### config.mk
export PLATFORM = sky130hd
export DESIGN_NAME = time_of_day_alarm_table
export DESIGN_NICKNAME = d
export VERILOG_FILES = /design/src/todat_pkg.sv /design/src/todat_ram.sv /design/src/time_of_day_alarm_table.sv
export SDC_FILE = /design/constraint.sdc
export NUM_CORES = 1
export LEC_CHECK = 0
export BUFFER_PORTS_ARGS = -buffer_cell sky130_fd_sc_hd__buf_2
export CAP_MARGIN = 5
export CORE_AREA = 2 2 314 316
export DETAILED_ROUTE_END_ITERATION = 16
export DIE_AREA = 0 0 316 318
export GPL_ROUTABILITY_DRIVEN = 0
export PLACE_DENSITY = 0.79
export SYNTH_ARGS = -nofsm -noshare
export SYNTH_HDL_FRONTEND = slang
export SYNTH_SLANG_ARGS = --single-unit
### constraint.sdc
create_clock -name clk -period 25.9 [get_ports clk]
set_input_delay 6.475 -clock clk [delete_from_list [all_inputs] [get_ports clk]]
set_output_delay 6.475 -clock clk [all_outputs]
set_load 0.02 [all_outputs]
### src/todat_pkg.sv
`timescale 1ns / 1ps
// shared types and constants for the time-of-day alarm table
// no dependencies; imported by time_of_day_alarm_table

package todat_pkg;

	// default table depth
	localparam int MAX_ENTRIES_DEF = 32;

	// largest legal clock time
	localparam logic [7:0] HOUR_MAX   = 8'd23;
	localparam logic [7:0] MINUTE_MAX = 8'd59;

	// request codes
	typedef enum logic [1:0] {
		OP_ADD    = 2'd0,
		OP_DELETE = 2'd1,
		OP_EDIT   = 2'd2,
		OP_CHECK  = 2'd3
	} op_t;

	// sequencer states
	typedef enum logic [1:0] {
		ST_IDLE,
		ST_SCAN,
		ST_SHIFT
	} state_t;

	// one stored alarm
	typedef struct packed {
		logic [4:0]  hour;
		logic [5:0]  minute;
		logic        enabled;
		logic [31:0] ident;
	} entry_t;

	localparam int ENTRY_W = $bits(entry_t);

endpackage

### src/todat_ram.sv
`timescale 1ns / 1ps
// generic simple dual-port ram, one write and one registered read port
// no dependencies

module todat_ram #(
	parameter int WIDTH = 8,
	parameter int DEPTH = 32
) (
	input  logic                                   clk,
	input  logic                                   we,
	input  logic [(DEPTH > 1 ? $clog2(DEPTH) : 1)-1:0] waddr,
	input  logic [WIDTH-1:0]                       wdata,
	input  logic                                   re,
	input  logic [(DEPTH > 1 ? $clog2(DEPTH) : 1)-1:0] raddr,
	output logic [WIDTH-1:0]                       rdata
);

	logic [WIDTH-1:0] mem_q [DEPTH];
	logic [WIDTH-1:0] rdata_q;

	always_ff @(posedge clk) begin
		if (we) begin
			mem_q[waddr] <= wdata;
		end
		if (re) begin
			rdata_q <= mem_q[raddr];
		end
	end

	assign rdata = rdata_q;

endmodule

### src/time_of_day_alarm_table.sv
`timescale 1ns / 1ps
// time-of-day alarm table: request sequencer around one entry ram
// depends on todat_pkg and todat_ram
//
// usage
//   a request (operation, entry_id, hour, minute, enable) is taken at a rising
//   edge with start high and busy low; busy stays low for an add or a
//   rejected edit, and goes high while the table is scanned
//   every result is shown for exactly one cycle with done high; last marks the
//   final result of a request; the receiver cannot hold results back
//   add: result in the cycle after the request; the next request may follow at once
//   delete / edit / check: the table is read one entry per cycle through the
//   ram's single registered read port; for delete, the entries behind the
//   removed one are read and written back one place lower
//   check emits one result per enabled matching alarm in table order; a match
//   is held until the next match or the scan end so that last can be set on
//   the final one, and with no match a single non-trigger result is sent
//   the ram is written at most once per cycle and never at an address that a
//   read still in flight needs, so no forwarding path is required
//   reset clears the entry count and sets the id counter to one; the ram
//   contents are not cleared, only entries below the count are ever read

module time_of_day_alarm_table
	import todat_pkg::*;
#(
	parameter int MAX_ENTRIES = MAX_ENTRIES_DEF
) (
	input  logic        clk,
	input  logic        arst_n,
	input  logic        start,
	output logic        busy,
	input  logic [1:0]  operation,
	input  logic [31:0] entry_id,
	input  logic [7:0]  hour,
	input  logic [7:0]  minute,
	input  logic        enable,
	output logic        done,
	output logic        ok,
	output logic        trigger,
	output logic [31:0] result_id,
	output logic        last
);

	// index width and count width (count holds MAX_ENTRIES itself)
	localparam int IW = MAX_ENTRIES > 1 ? $clog2(MAX_ENTRIES) : 1;
	localparam int CW = $clog2(MAX_ENTRIES + 1);

	state_t state_q, state_d;

	// captured request
	op_t         op_q, op_d;
	logic [31:0] id_q, id_d;
	logic [7:0]  hour_q, hour_d;
	logic [7:0]  min_q, min_d;
	logic        en_q, en_d;

	// table bookkeeping
	logic [CW-1:0] count_q, count_d;
	logic [31:0]   next_id_q, next_id_d;

	// read pipeline
	logic [CW-1:0] rd_ptr_q, rd_ptr_d;
	logic          rd_vld_s1, rd_vld_d;
	logic [CW-1:0] rd_idx_s1;

	// held check match
	logic        pend_q, pend_d;
	logic [31:0] pend_id_q, pend_id_d;

	// result registers
	logic        done_q, done_d;
	logic        ok_q, ok_d;
	logic        trig_q, trig_d;
	logic [31:0] rid_q, rid_d;
	logic        last_q, last_d;

	// ram ports
	logic               ram_we, ram_re;
	logic [IW-1:0]      ram_waddr;
	entry_t             ram_wdata;
	logic [ENTRY_W-1:0] ram_rdata;
	entry_t             ent;

	logic accept, time_ok, full, hit_id, hit_chk, scan_end;

	assign accept   = start && !busy;
	assign time_ok  = (hour <= HOUR_MAX) && (minute <= MINUTE_MAX);
	assign full     = count_q >= CW'(MAX_ENTRIES);
	assign ent      = entry_t'(ram_rdata);
	assign hit_id   = rd_vld_s1 && (ent.ident == id_q);
	assign hit_chk  = rd_vld_s1 && ent.enabled && ({3'b000, ent.hour} == hour_q)
		&& ({2'b00, ent.minute} == min_q);
	assign scan_end = (rd_ptr_q == count_q) && !rd_vld_s1;
	// one read per cycle while busy and entries remain
	assign ram_re   = (state_q != ST_IDLE) && (rd_ptr_q < count_q);

	todat_ram #(
		.WIDTH(ENTRY_W),
		.DEPTH(MAX_ENTRIES)
	) u_ram (
		.clk  (clk),
		.we   (ram_we),
		.waddr(ram_waddr),
		.wdata(ram_wdata),
		.re   (ram_re),
		.raddr(rd_ptr_q[IW-1:0]),
		.rdata(ram_rdata)
	);

	always_comb begin
		state_d   = state_q;
		op_d      = op_q;
		id_d      = id_q;
		hour_d    = hour_q;
		min_d     = min_q;
		en_d      = en_q;
		count_d   = count_q;
		next_id_d = next_id_q;
		rd_ptr_d  = rd_ptr_q + CW'(ram_re);
		rd_vld_d  = ram_re;
		pend_d    = pend_q;
		pend_id_d = pend_id_q;
		done_d    = 1'b0;
		ok_d      = 1'b0;
		trig_d    = 1'b0;
		rid_d     = '0;
		last_d    = 1'b1;
		ram_we    = 1'b0;
		ram_waddr = rd_idx_s1[IW-1:0];
		ram_wdata = ent;

		unique case (state_q)
			ST_IDLE: begin
				if (accept) begin
					op_d   = op_t'(operation);
					id_d   = entry_id;
					hour_d = hour;
					min_d  = minute;
					en_d   = enable;
					if (op_t'(operation) == OP_ADD) begin
						done_d = 1'b1;
						if (!full && time_ok) begin
							// append at the end of the table
							ram_we    = 1'b1;
							ram_waddr = count_q[IW-1:0];
							ram_wdata = '{hour: hour[4:0], minute: minute[5:0],
								enabled: 1'b1, ident: next_id_q};
							ok_d      = 1'b1;
							rid_d     = next_id_q;
							count_d   = count_q + CW'(1);
							next_id_d = next_id_q + 32'd1;
						end
					end else if (op_t'(operation) == OP_EDIT && !time_ok) begin
						done_d = 1'b1;
					end else begin
						state_d  = ST_SCAN;
						rd_ptr_d = '0;
						pend_d   = 1'b0;
					end
				end
			end

			ST_SCAN: begin
				if (op_q == OP_CHECK) begin
					if (hit_chk) begin
						// release the previous match, hold this one
						if (pend_q) begin
							done_d = 1'b1;
							ok_d   = 1'b1;
							trig_d = 1'b1;
							rid_d  = pend_id_q;
							last_d = 1'b0;
						end
						pend_d    = 1'b1;
						pend_id_d = ent.ident;
					end else if (scan_end) begin
						done_d  = 1'b1;
						ok_d    = 1'b1;
						trig_d  = pend_q;
						rid_d   = pend_q ? pend_id_q : 32'd0;
						state_d = ST_IDLE;
					end
				end else begin
					if (hit_id) begin
						if (op_q == OP_EDIT) begin
							ram_we    = 1'b1;
							ram_wdata = '{hour: hour_q[4:0], minute: min_q[5:0],
								enabled: en_q, ident: ent.ident};
							done_d    = 1'b1;
							ok_d      = 1'b1;
							state_d   = ST_IDLE;
						end else begin
							// close the gap: restart reads just behind the hit
							state_d  = ST_SHIFT;
							rd_ptr_d = rd_idx_s1 + CW'(1);
							rd_vld_d = 1'b0;
						end
					end else if (scan_end) begin
						done_d  = 1'b1;
						state_d = ST_IDLE;
					end
				end
			end

			ST_SHIFT: begin
				if (rd_vld_s1) begin
					ram_we    = 1'b1;
					ram_waddr = rd_idx_s1[IW-1:0] - IW'(1);
				end
				if (scan_end) begin
					count_d = count_q - CW'(1);
					done_d  = 1'b1;
					ok_d    = 1'b1;
					state_d = ST_IDLE;
				end
			end

			default: begin
				state_d = ST_IDLE;
			end
		endcase
	end

	always_ff @(posedge clk or negedge arst_n) begin
		if (!arst_n) begin
			state_q   <= ST_IDLE;
			count_q   <= '0;
			next_id_q <= 32'd1;
			rd_vld_s1 <= 1'b0;
			pend_q    <= 1'b0;
			done_q    <= 1'b0;
		end else begin
			state_q   <= state_d;
			count_q   <= count_d;
			next_id_q <= next_id_d;
			rd_vld_s1 <= rd_vld_d;
			pend_q    <= pend_d;
			done_q    <= done_d;
		end
	end

	always_ff @(posedge clk) begin
		op_q      <= op_d;
		id_q      <= id_d;
		hour_q    <= hour_d;
		min_q     <= min_d;
		en_q      <= en_d;
		rd_ptr_q  <= rd_ptr_d;
		rd_idx_s1 <= rd_ptr_q;
		pend_id_q <= pend_id_d;
		ok_q      <= ok_d;
		trig_q    <= trig_d;
		rid_q     <= rid_d;
		last_q    <= last_d;
	end

	assign busy      = state_q != ST_IDLE;
	assign done      = done_q;
	assign ok        = ok_q;
	assign trigger   = trig_q;
	assign result_id = rid_q;
	assign last      = last_q;

`ifndef ASSERT_OFF
	// the table never holds more than its depth
	a_count_bound: assert property (@(posedge clk) disable iff (!arst_n)
		count_q <= CW'(MAX_ENTRIES))
		else $error("entry count above table depth");

	// data coming back from the ram always belongs to a live entry
	a_read_live: assert property (@(posedge clk) disable iff (!arst_n)
		rd_vld_s1 |-> rd_idx_s1 < count_q)
		else $error("read returned beyond entry count");

	// a result that is not the final one is always a check trigger
	a_nonlast_trig: assert property (@(posedge clk) disable iff (!arst_n)
		done && !last |-> trigger && ok)
		else $error("non-final result that is not a trigger");

	// while idle only final results are pending on the output
	a_idle_last: assert property (@(posedge clk) disable iff (!arst_n)
		done && !busy |-> last)
		else $error("open result sequence while idle");

	// a check request always starts a scan
	a_check_scans: assert property (@(posedge clk) disable iff (!arst_n)
		start && !busy && operation == OP_CHECK |=> busy)
		else $error("check request did not start a scan");
`endif

endmodule
==> reports/results.txt <==
most frequent CP cell -> buf_4
pre-CTS setup slack -> 15.00 ns
register clock-pin slew on the reported worst setup and hold paths -> 0.06 ns
Final Non-Filler Cells -> 4,398
most common cell after layout, fill and taps aside -> edfxtp_1
CP peak stage delay -> 0.71 ns
skew final -> 0.0321 ns
clock power share -> 44.1%
global route overflow -> 0
sequential power share -> 55.7%
number of max-cap violations -> 0
GRT Overall Usage -> 34.6%
# rows -> 115
First DRT Iteration DRCs -> 6,042
CTS tree -> done
die height -> 318 microns
clk sinks -> 1,625
CP arrival -> 10.71 ns
critical path class -> in2reg
critical path peak fanout -> 45
Net Count, Synth -> 2,867
total power divided by cell area -> 72.5 nW/um^2
die footprint -> 100,000 sq um
Syn-to-layout area delta -> 11.7%
first-pass GRT wire length -> 241,000 microns
vias in the first global route -> 32,300
DR vias/cell -> 7.37
layout cells sized above 1 -> 30.0%
Vias -> 32,400
Initial Util -> 64.4%
crit path cell chain -> buf_2 > nand4_1 > nand3_1 > or2_2 > buf_4 > a21oi_1 > nand2b_1 > nor3_4 > buf_4
RSZ-0062 raised after global routing -> false
Final Cycle Share -> 39.8%
worst-margin pin slew -> 1.34 ns
post-cts resize count -> 0
register area share after synthesis -> 76.7%
DP Wirelength -> 88,700 microns
Critical Path End Type -> flop
Hold Path Class -> reg2reg
worst skew pair latency -> 0.77 ns
LEAKAGE -> 0.0198 uW
htree depth -> 4
Synth Area per Inst -> 22.4 sq um
Cells after DPL -> 4,122
Final nets -> 3,061
max frequency -> 96.9 MHz
CTS max path bufs -> 3
DRT antenna net count -> 0
initial antenna violation count -> 12
Mapped Cells -> 2,797
maximum VDD drop -> 0.0659 mV
asr flop ratio synth -> 2.65%
CP startpoint kind -> input pin
status -> finished, final reports clean
WL/cell -> 38.5 microns
largest net degree at the start of global routing -> 153
Num CTS Buffers -> 154
Remaining DRCs -> 0
critical path's slowest cell -> buf_4
Syn. warnings -> 0
# port buffers -> 90
# setup viols final -> 0
sum of routed wire length over all layers -> 169,000 microns
commonest non-fill, non-tap cells in the layout -> edfxtp_1 (1,535), mux4_2 (440), clkbuf_16 (158)
fin. max-slew vios -> 0
crit-path leading delay family -> simple AND/OR/NAND/NOR gates
Fin. Hold Viols -> 0
post-synth cell types -> 79
CTS Hold Buffers Added -> 0
Cell Area, Synth -> 62,700 sq um
Period minus WS final -> 10.32 ns
Post-synth EDFFs -> 1,535
Core ar. -> 97,400 sq um
Switching Share -> 19.3%
CTS root buf -> clkbuf_16
Setup Fix Bufs, Post-CTS -> 0
Combinational Power Share -> 0.2%
final core occ -> 71.9%
1st-pass router iterations -> 5
Psw -> 980 uW
post-synthesis register bit count -> 1,625
CP bufs+invs -> 3
Int Pwr -> 4100 uW
ys flop type -> edfxtp_1
IO Count -> 91
setup slack after layout -> 15.58 ns
die width -> 316 microns
setup tns final -> 0 ns
Slew headroom -> 10.3%
CP required -> 26.29 ns
-- power groups by stage --
| stage | Sequential, uW | Clock (uW) | Combinational, uW |
|---|---|---|---|
| final | 2830 | 2240 | 8.33 |
| after global routing | 2830 | 2330 | 9.09 |
| after CTS | 2830 | 2250 | 8.39 |
| after detailed placement | 2890 | 0 | 8.25 |
| after global placement | 2890 | 0 | 7.71 |
| after floorplan | 2890 | 0 | 0.838 |
-- cell usage after synthesis, types with 4 or more instances --
library cell,number,area (sq um)
o31ai_1,4,30.0
nor3_1,28,140
o32ai_1,6,52.6
and2_1,5,31.3
nand4_1,25,156
mux2_2,47,529
nor4_1,7,43.8
xor2_1,36,315
nor2_1,27,101
nor3_2,21,210
buf_1,10,37.5
edfxtp_1,1535,46100
clkbuf_1,99,372
dfxtp_1,47,941
inv_1,21,78.8
a22o_1,26,228
dfrtp_1,42,1050
buf_2,23,115
ha_1,15,188
a21oi_1,9,45.0
nand2_1,136,510
nand2b_1,7,43.8
o21ai_0,22,110
and3_1,9,56.3
xnor2_1,50,438
mux4_2,440,9910
nand3_1,25,125
-- registers in the layout, summed over array words and instances, names as in the netlist, 2 cells and up --
| signal | count |
|---|---|
| rd_idx_s1 | 6 |
| min_q | 8 |
| u_ram.rdata | 44 |
| id_q | 32 |
| hour_q | 8 |
| pend_id_q | 32 |
| next_id_q | 32 |
| count_q | 6 |
| result_id | 32 |
| u_ram.mem_q | 1408 |
| op_q | 2 |
| state_q | 2 |
| rd_ptr_q | 6 |
-- layout make-up --
cell class / instances / area [sq um]
fill: 4984 / 27400
inverter: 21 / 78.8
timing repair buffer: 176 / 1130
sequential: 1625 / 48100
multi-input combinational: 1013 / 14100
antenna: 1 / 2.50
tap: 1287 / 1610
clock buffer: 202 / 4170
clock inverter: 73 / 728
-- worst register-to-register path, cell delays in order, from the launching register on --
cell and delay (ns):
dfxtp_4 0.66, buf_4 0.83, buf_4 1.02, buf_4 0.87, mux4_2 0.70, mux4_2 0.56, mux2_2 0.30
-- kinds of logic (layout without fill, tap and decap cells) --
group | after synthesis | in the layout | share of synthesized area [%]
other cells | 0 | 1 | 0
compound gates | 94 | 94 | 1.15
mux | 489 | 489 | 16.7
xor+xnor | 88 | 88 | 1.25
flops | 1625 | 1625 | 76.7
fa+ha+maj | 16 | 16 | 0.331
buf+inv | 159 | 472 | 1.05
simple gates | 326 | 326 | 2.79
-- worst paths after layout --
kind                              from                  end  slack, ns  cells after the start
max                          minute[2]  u_ram.mem_q[17][25]      15.58                      9
min in group asynchronous       arst_n           state_q[0]       5.85                      2
min                        rd_ptr_q[5]         rd_idx_s1[5]       0.42                      0
min reg2reg                rd_ptr_q[5]         rd_idx_s1[5]       0.42                      0
max in group asynchronous       arst_n         next_id_q[3]      19.46                      2
max reg2reg                rd_ptr_q[0]       u_ram.rdata[6]      20.72                      6
-- layer usage --
layer | vias to the layer above | share of wire [%] | track usage [%]
met3 | 489 | 14 | 10.2
met2 | 3048 | 48 | 52.3
met4 | 12 | 4.3 | 13.9
li1 | 12100 | - | -
met5 | - | 0.044 | 0
met1 | 16800 | 34 | 48.5
-- per-stage QoR --
| step | total power (uW) | hold WS (ns) | cell area (sq um) |
|---|---|---|---|
| after global placement | 2890 | 0.397 | 65100 |
| after CTS | 5090 | 0.409 | 70000 |
| final | 5080 | 0.421 | 70000 |
| after floorplan | 2890 | 0.353 | 62700 |
| after global routing | 5170 | 0.431 | 70000 |
| after detailed placement | 2890 | 0.402 | 65100 |
Note: power is estimated with default switching activity, not from simulation.
